===== src/rnn_pkg.sv =====
// ----------------------------------------------------------------------------
// rnn_pkg: shared types and codes for the character RNN inference step
// Beat payloads, item kinds, weight groups, controller states and the
// command word from the controller to the datapath.
// ----------------------------------------------------------------------------
package rnn_pkg;

    localparam int FIELD_W = 6;

    localparam logic KIND_LOAD = 1'b0;
    localparam logic KIND_STEP = 1'b1;

    localparam logic [2:0] GROUP_INPUT      = 3'd0;
    localparam logic [2:0] GROUP_RECURRENT  = 3'd1;
    localparam logic [2:0] GROUP_OUTPUT     = 3'd2;
    localparam logic [2:0] GROUP_HIDDEN_B   = 3'd3;
    localparam logic [2:0] GROUP_OUTPUT_B   = 3'd4;

    typedef struct packed {
        logic               kind;
        logic [2:0]         weight_group;
        logic [5:0]         weight_row;
        logic [5:0]         weight_column;
        logic signed [15:0] weight_value;
        logic [5:0]         symbol;
        logic               first_of_sequence;
    } in_item_t;

    typedef struct packed {
        logic [5:0]         predicted_symbol;
        logic signed [31:0] best_logit;
    } out_item_t;

    typedef enum logic [2:0] {
        ST_IDLE,
        ST_HIDDEN,
        ST_HDRAIN,
        ST_OUTPUT,
        ST_ODRAIN,
        ST_EMIT
    } state_t;

    typedef struct packed {
        logic               issue;
        logic               out_phase;
        logic               first;
        logic               last;
        logic [FIELD_W-1:0] row;
        logic [FIELD_W-1:0] col;
        logic               emit;
    } cmd_t;

endpackage


===== src/rnn_ctrl.sv =====
// ----------------------------------------------------------------------------
// rnn_ctrl: step sequencer
// Walks hidden rows then output rows, one MAC beat a cycle, waits for the
// datapath pipeline to drain and hands the result to the output register.
// ----------------------------------------------------------------------------
module rnn_ctrl #(
    parameter int HIDDEN_UNITS = 32,
    parameter int VOCAB_SIZE   = 64,
    parameter int DRAIN        = 8
) (
    input  logic          clk,
    input  logic          rst_n,
    input  logic          start,
    input  logic          cfg_we,
    input  logic [6:0]    cfg_data,
    input  logic          out_free,
    output logic          idle,
    output rnn_pkg::cmd_t cmd
);

    localparam int DW = $clog2(DRAIN + 1);
    localparam logic [5:0] H_LAST = 6'(HIDDEN_UNITS - 1);

    rnn_pkg::state_t state_reg, state_next;
    logic [5:0]    row_reg, row_next;
    logic [5:0]    col_reg, col_next;
    logic [DW-1:0] drain_reg, drain_next;
    logic [6:0]    count_reg;
    logic [5:0]    out_last;

    // hold the symbol count register
    always_ff @(posedge clk or negedge rst_n)
    begin
        if (!rst_n)
            count_reg <= 7'd62;
        else if (cfg_we)
            count_reg <= cfg_data;
    end

    // clamp the count to one through the vocabulary size
    always_comb
    begin
        if (count_reg == 7'd0)
            out_last = 6'd0;
        else if (int'(count_reg) > VOCAB_SIZE)
            out_last = 6'(VOCAB_SIZE - 1);
        else
            out_last = 6'(count_reg - 7'd1);
    end

    always_ff @(posedge clk or negedge rst_n)
    begin
        if (!rst_n)
        begin
            state_reg <= rnn_pkg::ST_IDLE;
            row_reg   <= '0;
            col_reg   <= '0;
            drain_reg <= '0;
        end
        else
        begin
            state_reg <= state_next;
            row_reg   <= row_next;
            col_reg   <= col_next;
            drain_reg <= drain_next;
        end
    end

    // sequence the rows and columns
    always_comb
    begin
        state_next    = state_reg;
        row_next      = row_reg;
        col_next      = col_reg;
        drain_next    = drain_reg;
        cmd           = '0;
        cmd.row       = row_reg;
        cmd.col       = col_reg;
        cmd.first     = (col_reg == 6'd0);
        cmd.last      = (col_reg == H_LAST);
        idle          = (state_reg == rnn_pkg::ST_IDLE);
        unique case (state_reg)
            rnn_pkg::ST_IDLE:
            begin
                row_next = '0;
                col_next = '0;
                if (start)
                    state_next = rnn_pkg::ST_HIDDEN;
            end
            rnn_pkg::ST_HIDDEN, rnn_pkg::ST_OUTPUT:
            begin
                cmd.issue     = 1'b1;
                cmd.out_phase = (state_reg == rnn_pkg::ST_OUTPUT);
                col_next      = col_reg + 6'd1;
                drain_next    = '0;
                if (col_reg == H_LAST)
                begin
                    col_next = '0;
                    row_next = row_reg + 6'd1;
                    if (state_reg == rnn_pkg::ST_HIDDEN && row_reg == H_LAST)
                        state_next = rnn_pkg::ST_HDRAIN;
                    else if (state_reg == rnn_pkg::ST_OUTPUT && row_reg == out_last)
                        state_next = rnn_pkg::ST_ODRAIN;
                end
            end
            rnn_pkg::ST_HDRAIN, rnn_pkg::ST_ODRAIN:
            begin
                row_next   = '0;
                col_next   = '0;
                drain_next = drain_reg + DW'(1);
                if (drain_reg == DW'(DRAIN - 1))
                    state_next = (state_reg == rnn_pkg::ST_HDRAIN) ?
                                 rnn_pkg::ST_OUTPUT : rnn_pkg::ST_EMIT;
            end
            rnn_pkg::ST_EMIT:
            begin
                if (out_free)
                begin
                    cmd.emit   = 1'b1;
                    state_next = rnn_pkg::ST_IDLE;
                end
            end
            default:
            begin
                state_next = rnn_pkg::ST_IDLE;
            end
        endcase
    end

    a_issue_busy: assert property (@(posedge clk) disable iff (!rst_n)
        cmd.issue |-> (state_reg == rnn_pkg::ST_HIDDEN || state_reg == rnn_pkg::ST_OUTPUT))
        else $error("MAC beat issued outside a compute phase");
    a_emit_free: assert property (@(posedge clk) disable iff (!rst_n)
        cmd.emit |-> out_free)
        else $error("result emitted into a full output register");
    a_start_idle: assert property (@(posedge clk) disable iff (!rst_n)
        start |=> state_reg == rnn_pkg::ST_HIDDEN)
        else $error("step start did not enter the hidden phase");
    a_emit_idle: assert property (@(posedge clk) disable iff (!rst_n)
        cmd.emit |=> idle)
        else $error("sequencer not idle after emit");

endmodule


===== config.mk =====
export PLATFORM = sky130hd
export DESIGN_NAME = rnn_ctrl
export DESIGN_NICKNAME = d
export VERILOG_FILES = /design/src/rnn_pkg.sv /design/src/rnn_ctrl.sv
export SDC_FILE = /design/constraint.sdc
export NUM_CORES = 1
export LEC_CHECK = 0
export ABC_AREA = 1
export BUFFER_PORTS_ARGS = -buffer_cell sky130_fd_sc_hd__buf_2
export CAP_MARGIN = 5
export CORE_AREA = 5 5 67 69
export DETAILED_ROUTE_END_ITERATION = 10
export DIE_AREA = 0 0 72 74
export PLACE_DENSITY = 0.65
export REMOVE_ABC_BUFFERS = 1
export SLEW_MARGIN = 20
export SYNTH_ARGS = -nofsm -noshare
export SYNTH_HDL_FRONTEND = slang
export SYNTH_SLANG_ARGS = --single-unit

===== constraint.sdc =====
create_clock -name clk -period 2.1 [get_ports clk]
set_input_delay 0.105 -clock clk [delete_from_list [all_inputs] [get_ports clk]]
set_output_delay 0.105 -clock clk [all_outputs]
set_load 0.05 [all_outputs]

==> results of run 1 <==
## layout by cell type (no fill, tap or decap)
| cell type | instances |
|---|---|
| a21oi_1 | 5 |
| a22o_1 | 1 |
| a32o_1 | 1 |
| buf_2 | 29 |
| clkbuf_8 | 4 |
| dfrtp_1 | 21 |
| dfstp_2 | 5 |
| dlygate4sd3_1 | 1 |
| ha_1 | 6 |
| inv_1 | 29 |
| inv_2 | 2 |
| mux2_2 | 1 |
| nand2_1 | 58 |
| nand2_2 | 3 |
| nand2_4 | 1 |
| nand3_1 | 22 |
| nand3_2 | 3 |
| nand4_1 | 3 |
| nand4_4 | 1 |
| nor2_1 | 16 |
| nor2_2 | 1 |
| nor2_4 | 7 |
| nor3_1 | 5 |
| nor3_2 | 1 |
| nor4_1 | 1 |
| o2111a_1 | 1 |
| o21ai_0 | 13 |
| o22ai_1 | 2 |
| or2_2 | 2 |
| xnor2_1 | 1 |
| xor2_1 | 3 |
## worst min-delay path, cell delays in order
cell and delay [ns]:
buf_2 0.09, nand2_1 0.04, o21ai_0 0.07
## cell families (layout without fill, tap and decap cells)
| family | Yosys count | after routing | synth area share, % |
|---|---|---|---|
| adder cells (fa/ha/maj) | 6 | 6 | 4.53 |
| buffers and inverters | 32 | 65 | 7.24 |
| XOR/XNOR | 4 | 4 | 2.11 |
| multiplexers | 1 | 1 | 0.679 |
| AO/OA/AOI/OAI | 23 | 23 | 8.00 |
| flip-flops | 26 | 26 | 39.6 |
| AND/OR/NAND/NOR | 124 | 124 | 37.8 |
## stage by stage
step	setup WS [ns]	power [uW]	hold slack, ns	std cells
CTS	0.226	1960	0.0267	299
global route	0.0156	2090	0.0401	299
floorplan	-0.116	1410	-0.191	215
global placement	0.286	1610	0.146	294
finish	0.204	1940	0.0296	299
detailed placement	0.232	1620	0.153	294
## cell type report
| class | instances | area, um2 |
|---|---|---|
| clock buffers | 4 | 55.1 |
| fillers | 409 | 1930 |
| inverters | 31 | 116 |
| multi-input cells | 158 | 881 |
| flip-flops and latches | 26 | 657 |
| well taps | 50 | 62.6 |
| repair buffers | 30 | 155 |
## repair_timing
item,CTS,global route
hold endpoints to repair,21,0
hold buffers,1,0
setup endpoints to repair,0,0
setup buffers,0,0
## worst paths after layout
path	start	to	slack, ns
worst max-delay path	count_reg[0]	state_reg[0]	0.20
max in group asynchronous	rst_n	row_reg[2]	1.35
worst max register to register	count_reg[0]	state_reg[0]	0.20
min in group asynchronous	rst_n	drain_reg[0]	0.36
worst min-delay path	cfg_data[5]	count_reg[5]	0.03
worst min register to register	count_reg[4]	count_reg[4]	0.53
## power by group
group	internal, uW	switching, uW
registers	580	87.0
clock network	168	167
logic	268	672
## routing by layer
metal / routed length [um] / track usage (%) / vias up
met3: 124 / 2.30 / 4
met2: 1650 / 24.5 / 22
met4: 40 / 5.43 / 0
li1: - / - / 766
met1: 1740 / 19.5 / 676
met5: 0 / 0 / -
==> summary.md, run 1 <==
| Metric | Value |
|---|---|
| CTS buffer count | `3` |
| Critical Path Source Type | `flop` |
| Area leader, netlist | `dfrtp_1` |
| CP peak stage delay | `0.37 ns` |
| Worst Path Required | `2.28 ns` |
| Synthesized area | `1660 um2` |
| CTS-repair resized insts | `0` |
| Top delay family on crit path | `simple AND/OR/NAND/NOR gates` |
| Initial antenna violation count | `0` |
| F_max | `528 MHz` |
| Crit path DAT | `2.07 ns` |
| Leak pwr | `0.000984 uW` |
| Buffers on Ports | `29` |
| Peak VDD IR | `0.814 mV` |
| Final GP Congestion | `0.857` |
| CP Depth | `13` |
| Post-synthesis sequential area ratio | `39.6%` |
| Synth top area share | `31.7%` |
| Outcome | `finished, final reports clean` |
| Fin. Hold Viols | `0` |
| Worst-margin pin slew | `0.595 ns` |
| Pwr/cell area | `1010 nW/um2` |
| Dominant synthesized flop cell | `dfrtp_1` |
| Cell area after layout | `1930 um2` |
| Layout cells sized above 1 | `24.1%` |
| Top cells by area, synth | `dfrtp_1 (32%), nand2_1 (13%), dfstp_2 (7.9%)` |
| Buf/Inv on CP | `1` |
| Vias per Instance | `4.91` |
| Routed WL | `3550 um` |
| ANT nets after route | `0` |
| Die Area | `5330 um2` |
| Post-synthesis cell type count | `29` |
| Worst-path clk slew | `0.10 ns` |
| R2r worst-path depth | `13` |
| Setup TNS | `0 ns` |
| H-tree levels | `1` |
| Initial core utilization | `43.0%` |
| Fin. max-slew vios | `0` |
| RSZ-0062 raised after global routing | `no` |
| Max reg flops | `7` |
| # IOs | `30` |
| Tmin final | `1.90 ns` |
| Post-synthesis cell count | `216` |
| DRC Markers | `0` |
| ANT cells | `0` |
| Core Region | `3860 um2` |
| Ys async rst share | `100%` |
| GRT Util Overall | `14.7%` |
| Critical path cell sequence | `inv_1 > ha_1 > nand4_4 > nand2_1 > nand2_1 > nand2_1 > nand2_1 > nor2_1 > nand3_1 > nand2_2 > nand2_2 > nand2_1 > nand2_1` |
| CP Class | `reg2reg` |
| # rows | `23` |
| Largest net degree at the start of global routing | `27` |
| Crit. End Element | `flop` |
| Final core utilization | `50.0%` |
| GR Overflow Total | `0` |
| Clk buf depth | `2` |
| Max Fanout on Critical Path | `10` |
| Crit share post-route | `90.3%` |
| EDFF count, synth | `0` |
| DRT Pass-1 Iters | `4` |
| Synthesis warning total | `0` |
| CTS tree | `yes` |
| Max cap viols | `0` |
| Die Width | `72 um` |
| Avg Cell Area, Syn | `7.68 um2` |
| Most frequent cell after synthesis | `nand2_1` |
| Sink Count | `26` |
| Min-delay worst type | `in2reg` |
| Rel. slew slack | `60.3%` |
| Worst hold stages | `3` |
| Slowest CP cell | `dfrtp_1` |
| First-pass GRT wire length | `6220 um` |
| DR vias | `1,468` |
| #FFs+latches synth | `26` |
| Worst skew pair latency | `0.27 ns` |
| Layout net count | `268` |
| Clk_skew | `0.00501 ns` |
| Synth top cells by count | `nand2_1 (58), inv_1 (29), nand3_1 (22)` |
| Clock Root Buffer | `clkbuf_8` |
| Layout area overhead | `16.2%` |
| Routed WL per cell | `11.9 um` |
| Most used cell along the critical path | `nand2_1` |
| Vias in the first global route | `1,448` |
| Drt initial violations | `101` |
| Placed inst area | `1860 um2` |
| Final setup viols | `0` |
| Die Span Y | `74 um` |
| Final HPWL DP | `2790 um` |
No activity file was read; power rests on OpenSTA's default activity.
==> run 2, diff against run 1 <==
- ABC_CLOCK_PERIOD_IN_PS: not set -> 2100
- CORE_AREA: 5 5 67 69 -> 2 2 64 66
- DIE_AREA: 0 0 72 74 -> 0 0 66 68
==> run 2 against run 1 <==
  * Sequential power about the same
  * First-iteration DRC count is 18% higher
  * Setup slack worse by 0.0083 ns
  * Register-to-register slack is essentially flat
  * Clock power is 26% higher
  * Largest cell class unchanged
  * Core utilization increased by 0.42 points
  * Sequential share of layout area shrank 0.29 points
  * Clock skew decreased by 0.0034 ns
  * Via count grew 2.6%
  * Critical endpoint unchanged
  * Wire length down 3.2%
  * Critical path depth did not move
  * Die area decreased by 16%
==> summary.md, run 2 (synthesis results as in run 1) <==
| Metric | Value |
|---|---|
| CTS Hold Bufs | `1` |
| ANT cells | `0` |
| Drt initial violations | `119` |
| Outcome | `finished, final reports clean` |
| Tmin final | `1.90 ns` |
| GR Overflow Total | `0` |
| F_max | `525 MHz` |
| CTS tree | `yes` |
| Worst hold stages | `3` |
| Leak pwr | `0.000991 uW` |
| Pwr/cell area | `1040 nW/um2` |
| Peak VDD IR | `0.715 mV` |
| Crit path DAT | `2.08 ns` |
| Clock Root Buffer | `clkbuf_8` |
| Slowest CP cell | `dfrtp_1` |
| Rel. slew slack | `61.3%` |
| Vias in the first global route | `1,341` |
| Fin. max-slew vios | `0` |
| Buf/Inv on CP | `1` |
| Most frequent cells in the layout | `nand2_1 (58), inv_1 (29), buf_2 (29)` |
| RSZ-0062 raised after global routing | `no` |
| Logic gate share of total power | `46.4%` |
| # rows | `23` |
| Initial core utilization | `43.0%` |
| Cell area after layout | `1940 um2` |
| Clk_skew | `0.00162 ns` |
| Crit. End Element | `flop` |
| CP peak stage delay | `0.37 ns` |
| Largest net degree at the start of global routing | `27` |
| Sw Share | `45.6%` |
| First-pass GRT wire length | `5910 um` |
| Overall power | `2030 uW` |
| Layout cells sized above 1 | `24.1%` |
| Reg power frac | `32.8%` |
| Critical Path Source Type | `flop` |
| Worst skew pair latency | `0.27 ns` |
| Final GP Congestion | `0.861` |
| Layout net count | `268` |
| CTS buffer count | `3` |
| Crit share post-route | `90.7%` |
| Final setup viols | `0` |
| Layout area overhead | `17.2%` |
| Hold Slack | `0.0300 ns` |
| H-tree levels | `1` |
| R2r setup slk | `0.20 ns` |
| Most common cell after layout, fill and taps aside | `nand2_1` |
| Max Fanout on Critical Path | `10` |
| CP Class | `reg2reg` |
| Max cap viols | `0` |
| CP Depth | `13` |
| Vias per Instance | `5.04` |
| Clk buf depth | `2` |
| Most used cell along the critical path | `nand2_1` |
| Fin. Hold Viols | `0` |
| ANT nets after route | `0` |
| Buffers on Ports | `29` |
| # IOs | `30` |
| GRT Util Overall | `17.0%` |
| Placed inst area | `1860 um2` |
| Finished Layout Cells | `299` |
| Final HPWL DP | `2660 um` |
| Core Region | `3860 um2` |
| Worst-path clk slew | `0.09 ns` |
| Top delay family on crit path | `simple AND/OR/NAND/NOR gates` |
| Sink Count | `26` |
| Internal power | `1100 uW` |
| Routed WL per cell | `11.5 um` |
| # placed instances | `294` |
| Die Area | `4490 um2` |
| Routed WL | `3440 um` |
| Critical path cell sequence | `inv_1 > ha_1 > nand4_4 > nand2_2 > nand2_1 > nand2_1 > nand3_1 > nor2_1 > nand3_1 > nand2_2 > nand2_2 > nand2_1 > nand2_1` |
| Initial antenna violation count | `0` |
| DR vias | `1,506` |
| NetSw | `923 uW` |
| Setup bufs post-CTS | `0` |
| Min-delay worst type | `in2reg` |
| Die Width | `66 um` |
| Worst Path Required | `2.27 ns` |
| Clock power frac | `20.8%` |
| Worst-margin pin slew | `0.580 ns` |
| DRT Pass-1 Iters | `4` |
| CTS-repair resized insts | `0` |
| Max reg flops | `7` |
| DRC Markers | `0` |
| R2r worst-path depth | `13` |
| Die Span Y | `68 um` |
run 2: final timing paths:
kind | start | to
setup / recovery | count_reg[0] | state_reg[0]
hold / removal | cfg_data[5] | count_reg[5]
setup reg to reg | count_reg[0] | state_reg[0]
hold reg to reg | drain_reg[0] | drain_reg[0]
max in group asynchronous | rst_n | col_reg[4]
min in group asynchronous | rst_n | drain_reg[1]
run 2: layer usage:
layer	GRT usage [%]	share of wire, %	up-vias
li1	-	-	766
met3	3.45	4.1	5
met4	3.83	0.93	0
met2	28.8	45	29
met5	0	0	-
met1	22.8	50	706
run 2: power by group through the flow:
stage	Combinational [uW]	Sequential, uW	Clock [uW]
floorplan	683	723	0
global placement	936	673	0
finish	940	664	421
detailed placement	942	671	0
global route	1050	676	448
CTS	948	663	433
run 2: worst min-delay path: cells and delay by family:
kind | cells | cell delay, ns
buf+inv | 1 | 0.09
compound gates | 1 | 0.07
simple gates | 1 | 0.04
run 2: area by class of cell:
cell class	instances	area, um2
inverter	31	116
clock inverter	1	30.0
tap	50	62.6
timing repair buffer	30	155
fill	385	1910
multi-input combinational	158	881
clock buffer	3	41.3
sequential	26	657
run 2: metrics by stage:
stage	util, %	setup TNS (ns)	setup slack [ns]
after floorplan	-	-0.562	-0.116
after global placement	48.3	0	0.236
after detailed placement	48.3	0	0.224
after CTS	50.4	0	0.213
after global routing	50.4	0	0.0138
final	50.4	0	0.196
==> run 3, diff against run 2 <==
--- a/config.mk
+++ b/config.mk
@@ -7,5 +7,5 @@
 export LEC_CHECK = 0
 export ABC_AREA = 1
-export ABC_CLOCK_PERIOD_IN_PS = 2100
+export ABC_CLOCK_PERIOD_IN_PS = 2000
 export BUFFER_PORTS_ARGS = -buffer_cell sky130_fd_sc_hd__buf_2
 export CAP_MARGIN = 5
@@ -15,4 +15,5 @@
 export PLACE_DENSITY = 0.65
 export REMOVE_ABC_BUFFERS = 1
+export SETUP_SLACK_MARGIN = 0.3
 export SLEW_MARGIN = 20
 export SYNTH_ARGS = -nofsm -noshare
==> constraint.sdc (replaced) <==
create_clock -name clk -period 2 [get_ports clk]
set_input_delay 0.1 -clock clk [delete_from_list [all_inputs] [get_ports clk]]
set_output_delay 0.1 -clock clk [all_outputs]
set_load 0.01 [all_outputs]
==> run 3 against run 2 <==
  * First-iteration DRC count up 5.0%
  * Sequential power up 5.0%
  * Cell count up 3.7%
  * Via count up 4.0%
  * Global-route usage up 0.95 points
  * Critical path type unchanged
  * Critical endpoint unchanged
  * Largest cell class unchanged
  * Highest routed layer unchanged
==> summary.md, run 3 (synthesis results as in run 1) <==
| Metric | Value |
|---|---|
| Outcome | `finished, final reports clean` |
| Drt initial violations | `125` |
| First-pass GRT wire length | `6180 um` |
| Core Region | `3860 um2` |
| Hold_sp | `cfg_data[0]` |
| Worst Path Required | `2.17 ns` |
| Final GP Congestion | `0.892` |
| Worst skew pair latency | `0.28 ns` |
| Final setup viols | `0` |
| Vias per Instance | `5.05` |
| Reg-to-Reg Start | `count_reg[1]` |
| Crit share post-route | `91.2%` |
| Tmin final | `1.82 ns` |
| GRT Util Overall | `18.0%` |
| Min-delay worst type | `in2reg` |
| ANT nets after route | `0` |
| Pwr/cell area | `958 nW/um2` |
| GR Overflow Total | `0` |
| Routed WL | `3880 um` |
| Peak VDD IR | `0.841 mV` |
| Final HPWL DP | `2660 um` |
| Fill cell count | `370` |
| Critical Path Source Type | `flop` |
| F_max | `548 MHz` |
| CP Class | `reg2reg` |
| ANT cells | `0` |
| RSZ-0062 raised after global routing | `yes` |
| Slowest CP cell | `dfstp_2` |
| CTS buffer count | `3` |
| Crit. End Element | `flop` |
| H-tree levels | `1` |
| DRT Pass-1 Iters | `6` |
| # IOs | `30` |
| Rel. slew slack | `60.4%` |
| Fin. max-slew vios | `0` |
| Clk_skew | `0.00827 ns` |
| Die Width | `66 um` |
| CP peak stage delay | `0.57 ns` |
| Worst-margin pin slew | `0.594 ns` |
| Most common cell after layout, fill and taps aside | `nand2_1` |
| Sink Count | `26` |
| CTS tree | `yes` |
| Setup TNS | `0 ns` |
| DR vias | `1,566` |
| Leak pwr | `0.00105 uW` |
| Initial core utilization | `43.0%` |
| Crit path DAT | `1.99 ns` |
| Die Span Y | `68 um` |
| Overall power | `2040 uW` |
| Largest net degree at the start of global routing | `27` |
| Fin. Hold Viols | `0` |
| Max cap viols | `0` |
| Clk buf depth | `2` |
| Buffers on Ports | `29` |
| Max Fanout on Critical Path | `8` |
| Die Area | `4490 um2` |
| Clock Root Buffer | `clkbuf_8` |
| Max reg flops | `7` |
| # rows | `23` |
| Layout cells sized above 1 | `34.6%` |
| Initial antenna violation count | `0` |
| Worst-path clk slew | `0.10 ns` |
| Layout net count | `279` |
| DRC Markers | `0` |
| Hold Slack | `0.0270 ns` |
| Most frequent cells in the layout | `nand2_1 (52), buf_2 (29), inv_1 (26)` |
| Worst Setup SP | `count_reg[1]` |
| Layout area overhead | `28.7%` |
| Vias in the first global route | `1,411` |
| Critical path cell sequence | `inv_4 > ha_4 > nand3_4 > nand2_8 > nand3_4 > nand2_1 > nand2_1 > nand2_1 > nor2_1 > nand3_1 > nand2_2 > nand2_2 > nand2_1 > nand2_1` |
| Routed WL per cell | `12.5 um` |
| Most used cell along the critical path | `nand2_1` |
-- run 3: area by class of cell --
class                   count  area, um2  share of cell area [%]
inverters                  31        119                    5.57
repair buffers             41        250                    11.7
well taps                  50       62.6                    2.93
multi-input cells         158       1000                    46.9
flip-flops and latches     26        657                    30.8
clock buffers               4       45.0                    2.11
-- run 3: what timing repair did --
action                     4_1_cts  5_1_grt
buffers inserted                 3        6
pin swaps                        4       11
hold buffers                     1        0
setup endpoints to repair        4        7
hold endpoints to repair        21        0
gates resized for setup         10       20
-- run 3: critical path: cells and delay by family, from the launching register on --
kind | cells | cell delay [ns]
DFF | 1 | 0.57
and+or+nand+nor | 12 | 0.92
adders and majority gates | 1 | 0.17
buffers and inverters | 1 | 0.05
-- run 3: stage by stage --
step | utilization [%] | setup slack [ns] | cell area (um2) | instances
floorplan | - | 0.322 | 1650 | 215
global placement | 48.7 | 0.177 | 1880 | 296
detailed placement | 48.7 | 0.144 | 1880 | 296
CTS | 51.6 | 0.230 | 1990 | 304
global route | 55.3 | 0.0824 | 2130 | 310
finish | 55.3 | 0.177 | 2130 | 310
-- run 3: final timing paths --
| check | depth (start not counted) | endpoint | slack [ns] |
|---|---|---|---|
| min in group asynchronous | 2 | state_reg[1] | 0.36 |
| worst max-delay path | 14 | state_reg[0] | 0.18 |
| max in group asynchronous | 2 | col_reg[5] | 1.25 |
| worst max register to register | 14 | state_reg[0] | 0.18 |
| worst min-delay path | 3 | count_reg[0] | 0.03 |
| worst min register to register | 1 | drain_reg[0] | 0.53 |
-- run 3: layer usage --
layer / part of all wire (%) / wire [um] / global-route usage, %
met5: 0 / 0 / 0
met4: 0.44 / 17 / 4.59
met3: 5.7 / 221 / 3.78
met2: 48 / 1880 / 30.6
met1: 46 / 1770 / 23.6
-- run 3: where the power goes --
group	total, uW	internal [uW]	switching [uW]
clock network	317	143	174
logic	1030	431	598
registers	697	609	88.5
total	2040	1180	861
